## src/rtl/icdf_pkg.sv

```systemverilog
// icdf_pkg: shared types and constants for the inverse cdf sampler
// no dependencies
`timescale 1ns / 1ps
package icdf_pkg;
   localparam int unsigned CDF_W  = 33;
   localparam int unsigned FREQ_W = 54;
   localparam int unsigned RND_W  = 32;
   localparam int unsigned IDX_W  = 10;
   localparam int unsigned OPS_W  = 1;

   typedef enum logic [OPS_W-1:0] {
      OP_LOAD   = 1'b0,
      OP_SAMPLE = 1'b1
   } op_type;

   // request beat payload
   typedef struct packed {
      op_type             op;
      logic [IDX_W-1:0]   entry_index;
      logic [CDF_W-1:0]   cdf_value;
      logic [FREQ_W-1:0]  freq_value;
      logic [RND_W-1:0]   random_value;
   } req_type;

   // response beat payload
   typedef struct packed {
      logic [FREQ_W-1:0]  frequency;
      logic [IDX_W-1:0]   bin_index;
      logic               flat_bin;
   } rsp_type;
endpackage

```

## src/rtl/icdf_front.sv

```systemverilog
// icdf_front: accepts request beats into a short queue
// depends on icdf_pkg
`timescale 1ns / 1ps
module icdf_front
   import icdf_pkg::*;
(
   input  logic    clock,
   input  logic    reset,
   input  logic    in_valid,
   output logic    in_ready,
   input  req_type in_data,
   output logic    q_valid,
   input  logic    q_ready,
   output req_type q_data
);
   localparam int unsigned DEPTH = 2;
   req_type     mem_ff [DEPTH];
   logic        wp_ff, wp_in, rp_ff, rp_in;
   logic [1:0]  cnt_ff, cnt_in;
   logic        push, pop;

   assign in_ready = (cnt_ff != 2'(DEPTH));
   assign q_valid  = (cnt_ff != 2'd0);
   assign q_data   = mem_ff[rp_ff];
   assign push     = in_valid && in_ready;
   assign pop      = q_valid && q_ready;

   // pointer and count update
   always_comb begin
      wp_in  = push ? ~wp_ff : wp_ff;
      rp_in  = pop ? ~rp_ff : rp_ff;
      cnt_in = cnt_ff + 2'(push) - 2'(pop);
   end

   always_ff @(posedge clock) begin
      if (reset) begin
         wp_ff  <= 1'b0;
         rp_ff  <= 1'b0;
         cnt_ff <= 2'd0;
      end else begin
         wp_ff  <= wp_in;
         rp_ff  <= rp_in;
         cnt_ff <= cnt_in;
      end
   end

   // queue storage
   always_ff @(posedge clock) begin
      if (push) begin
         mem_ff[wp_ff] <= in_data;
      end
   end
endmodule

```

## config.mk

```make
export PLATFORM = sky130hd
export DESIGN_NAME = icdf_front
export DESIGN_NICKNAME = d
export VERILOG_FILES = /design/src/rtl/icdf_pkg.sv /design/src/rtl/icdf_front.sv
export SDC_FILE = /design/constraint.sdc
export NUM_CORES = 1
export LEC_CHECK = 0
export ABC_AREA = 1
export BUFFER_PORTS_ARGS = -buffer_cell sky130_fd_sc_hd__buf_2
export CORE_MARGIN = 10
export CORE_UTILIZATION = 45
export CTS_BUF_LIST = sky130_fd_sc_hd__clkbuf_8
export CTS_CLUSTER_SIZE = 20
export DETAILED_ROUTE_END_ITERATION = 8
export GPL_TIMING_DRIVEN = 0
export HOLD_SLACK_MARGIN = 0.1
export PLACE_DENSITY = 0.81
export SETUP_SLACK_MARGIN = 0.05
export SYNTH_ARGS = -nofsm -noshare
export SYNTH_HDL_FRONTEND = slang
export SYNTH_SLANG_ARGS = --single-unit
```

## constraint.sdc

```tcl
create_clock -name clock -period 21.3 [get_ports clock]
set_input_delay 4.26 -clock clock [delete_from_list [all_inputs] [get_ports clock]]
set_output_delay 4.26 -clock clock [all_outputs]
set_load 0.03 [all_outputs]
```

==> summary.md <==
| Metric | Value |
|---|---|
| Highest clock rate | `around 160 MHz` |
| Syn_area_per_cell | `21.9 um^2` |
| Worst min path class | `flop to flop` |
| CTS tree | `yes` |
| Vias in the first global route | `5,705` |
| CTS Root Cell | `clkbuf_8` |
| Hold-fix buffers, CTS | `0` |
| Clk Latency, worst-skew pair | `~0.5 ns` |
| Post-DP HPWL | `about 15,000 um` |
| Worst Max-Slew Pin Slew | `0.917 ns` |
| Yosys top cell by area | `edfxtp_1` |
| Num rows | `53` |
| Hold Violations, Final | `0` |
| Min Tclk post-route | `6.14 ns` |
| WP data arrival | `about 1.9 ns` |
| Setup violations, final | `0` |
| Clock network power share | `0.260` |
| Core Region | `about 21,000 um^2` |
| Post-synthesis mux area share | `0.152` |
| Worst hold slack | `0.523 ns` |
| Wire per inst | `slightly below 20 um` |
| Status | `complete, no violations` |
| CTS sink cnt | `around 270` |
| First-pass GRT wire length | `between 30,000 and 40,000 um` |
| Combinational share of power | `0.300` |
| XOR/XNOR Fraction of Synth Area | `0` |
| PostCTS Resize Cnt | `0` |
| Synth-to-Final Area Change | `26.8%` |
| Switching power | `~0.00050 W` |
| Post CTS Setup Buffer Count | `0` |
| Grt total ovfl | `0` |
| Fill cells | `between 1,500 and 2,000` |
| Share of the synthesized area in the top cell type | `0.809` |
| Initial DRC Count | `282` |
| Startpoint class of the critical path | `flop` |
| Register share of total power | `0.440` |
| Largest family of logic cells by synthesized area | `multiplexers` |
| RSZ-0062 raised after global routing | `false` |
| Clk_skew | `around 0.019 ns` |
| CP peak stage delay | `~0.36 ns` |
| Top FF cell, synth | `edfxtp_1` |
| EDFF count, synth | `between 200 and 300` |
| Die area | `~28,000 um^2` |
| Lkg Pwr | `approximately 4.7 nW` |
| Fraction of the mapped netlist area in compound gates | `0.00104` |
| Synthesis-stage register bit count | `265` |
| Vias | `5,138` |
| Distinct cells, synth | `12` |
| Layout cell share with drive strength beyond 1 | `0.594` |
| Mapped cell area | `~9700 um^2` |
| Worst Path Max Fanout | `10` |
| Worst-path clk slew | `approximately 0.050 ns` |
| Die Width | `166 um` |
| Sequential fraction of the synthesis area | `0.819` |
| Cell Pwr Density | `about 130 nW/um^2` |
| Slew margin rel. | `0.387` |
| Final Cycle Share | `0.288` |
| YS warnings | `0` |
| Drt total wl | `roughly 21,000 um` |
| Synth async-reset ratio | `0` |
| Max cap viols | `0` |
| Buffers on Ports | `~270` |
| Most frequent cell after synthesis | `edfxtp_1` |
| Die H | `166 um` |
| Synth Area in Adders | `0.00259` |
| Crit-path cells | `buf_4 -> buf_6 -> mux2_2 -> buf_2` |
| Fin area | `about 12,000 um^2` |
| Critical path's slowest cell | `mux2_2` |
| Initial antenna violation count | `4` |
| Pins Over Slew Limit | `0` |
| IO Pins | `266` |
| # nets final | `between 800 and 900` |
| H-tree levels | `2` |
| Cell Area, Placed | `11,400 um^2` |
| Worst VDD drop | `just over 0.00007 V` |
| Cell internal pwr | `0.00104 W` |
| Remaining DRCs | `0` |
| CP endpoint kind | `primary output` |
| Initial Utilization | `0.458` |
| Area contributors post-synth | `edfxtp_1 (81%), mux2_2 (15%), buf_6 (1.2%)` |
| Total GRT Usage | `0.143` |
| Post-route ant nets | `0` |
| Synth top cells by count | `edfxtp_1 (260), mux2_2 (130), buf_6 (10)` |
| Routability Congestion | `~0.73` |
| Pre-antenna DRT Iters | `4` |
| Vias per cell | `~4.8` |
| Simple-Gate Fraction of Synth Area | `0.00817` |
| Switching Fraction | `0.325` |
| Setup TNS | `0 ns` |
| Worst Path Required | `approximately 17 ns` |
| Post-Synthesis Cells | `~440` |
| Largest net degree at the start of global routing | `70` |
| Crit path kind | `flop to primary output` |
| TritonCTS Buffers | `44` |
| Syn nets | `approximately 580` |
| Clk buf depth | `3` |
worst max-delay path, delay by kind of cell (launching register included):
family | cells | cell delay [ns]
buf+inv | 3 | 0.64
mux | 1 | 0.36
flops | 1 | 0.35
power groups by stage:
stage                     clock [W]  combinational, W  sequential (W)
final                      0.000399          0.000460        0.000675
after global routing       0.000438          0.000489        0.000682
after CTS                  0.000414          0.000469        0.000676
after detailed placement          0          0.000467        0.000687
after global placement            0          0.000450        0.000705
after floorplan                   0          0.000322        0.000695
logic make-up after synthesis:
| group | Yosys count |
|---|---|
| compound gates | 2 |
| fa+ha+maj | 2 |
| buf+inv | 22 |
| flops | 265 |
| mux | 130 |
| simple gates | 20 |
stage by stage:
step / utilization / total power (W) / cells / worst slack [ns]
2_1_floorplan: - / 0.00102 / 441 / 10.94
3_3_place_gp: 0.537 / 0.00115 / 981 / 7.78
3_5_place_dp: 0.543 / 0.00115 / 986 / 15.19
4_1_cts: 0.580 / 0.00156 / 1059 / 15.09
5_1_grt: 0.580 / 0.00161 / 1060 / 15.04
6_report: 0.580 / 0.00153 / 1062 / 15.16
sequential cells by signal, summed over array words and instances (netlist names), named ones only:
signal and count:
mem_ff 260, cnt_ff 2, wp_ff 1, rp_ff 1
cells in the final DEF (no fill, tap or decap), types with 2 or more instances in the layout:
cell / Yosys / layout
clkbuf_8: 0 / 45
clkinv_1: 0 / 5
buf_16: 0 / 2
buf_12: 0 / 3
nor2_1: 9 / 8
inv_1: 8 / 25
a21oi_1: 2 / 2
clkinv_2: 0 / 2
edfxtp_1: 260 / 260
buf_2: 3 / 268
diode_2: 0 / 3
mux2_2: 130 / 130
dfxtp_1: 5 / 5
nand3_1: 3 / 3
nand2_1: 8 / 8
ha_1: 2 / 2
bufinv_16: 0 / 2
buf_6: 10 / 10
routing by layer:
metal  track usage  vias to the layer above  wire length (um)
li1              -                     2387                 -
met1         0.153                     2494              7480
met2         0.249                      208             10800
met3        0.0624                       47              1990
met4        0.0504                        2               543
met5             0                        -                13
path summary, 6_finish.rpt:
path | start | end | slack, ns | cells after the start
setup reg to reg | cnt_ff[0] | mem_ff[0][39] | 19.06 | 6
setup / recovery | flop | q_data[118] | 15.16 | 4
hold reg to reg | rp_ff | rp_ff | 0.52 | 2
hold / removal | rp_ff | rp_ff | 0.52 | 2
area by class of cell:
cell class	instances	area, um^2	share of cell area
Sequential cell	265	7910	0.646
Multi-Input combinational cell	154	1590	0.130
Timing Repair Buffer	270	1440	0.118
Clock buffer	45	619	0.0506
Tap cell	275	344	0.0281
Clock inverter	28	164	0.0134
Buffer	14	135	0.0110
Inverter	8	35.0	0.00286
Antenna cell	3	7.51	0.000613
Note: power is estimated with default switching activity, not from simulation.
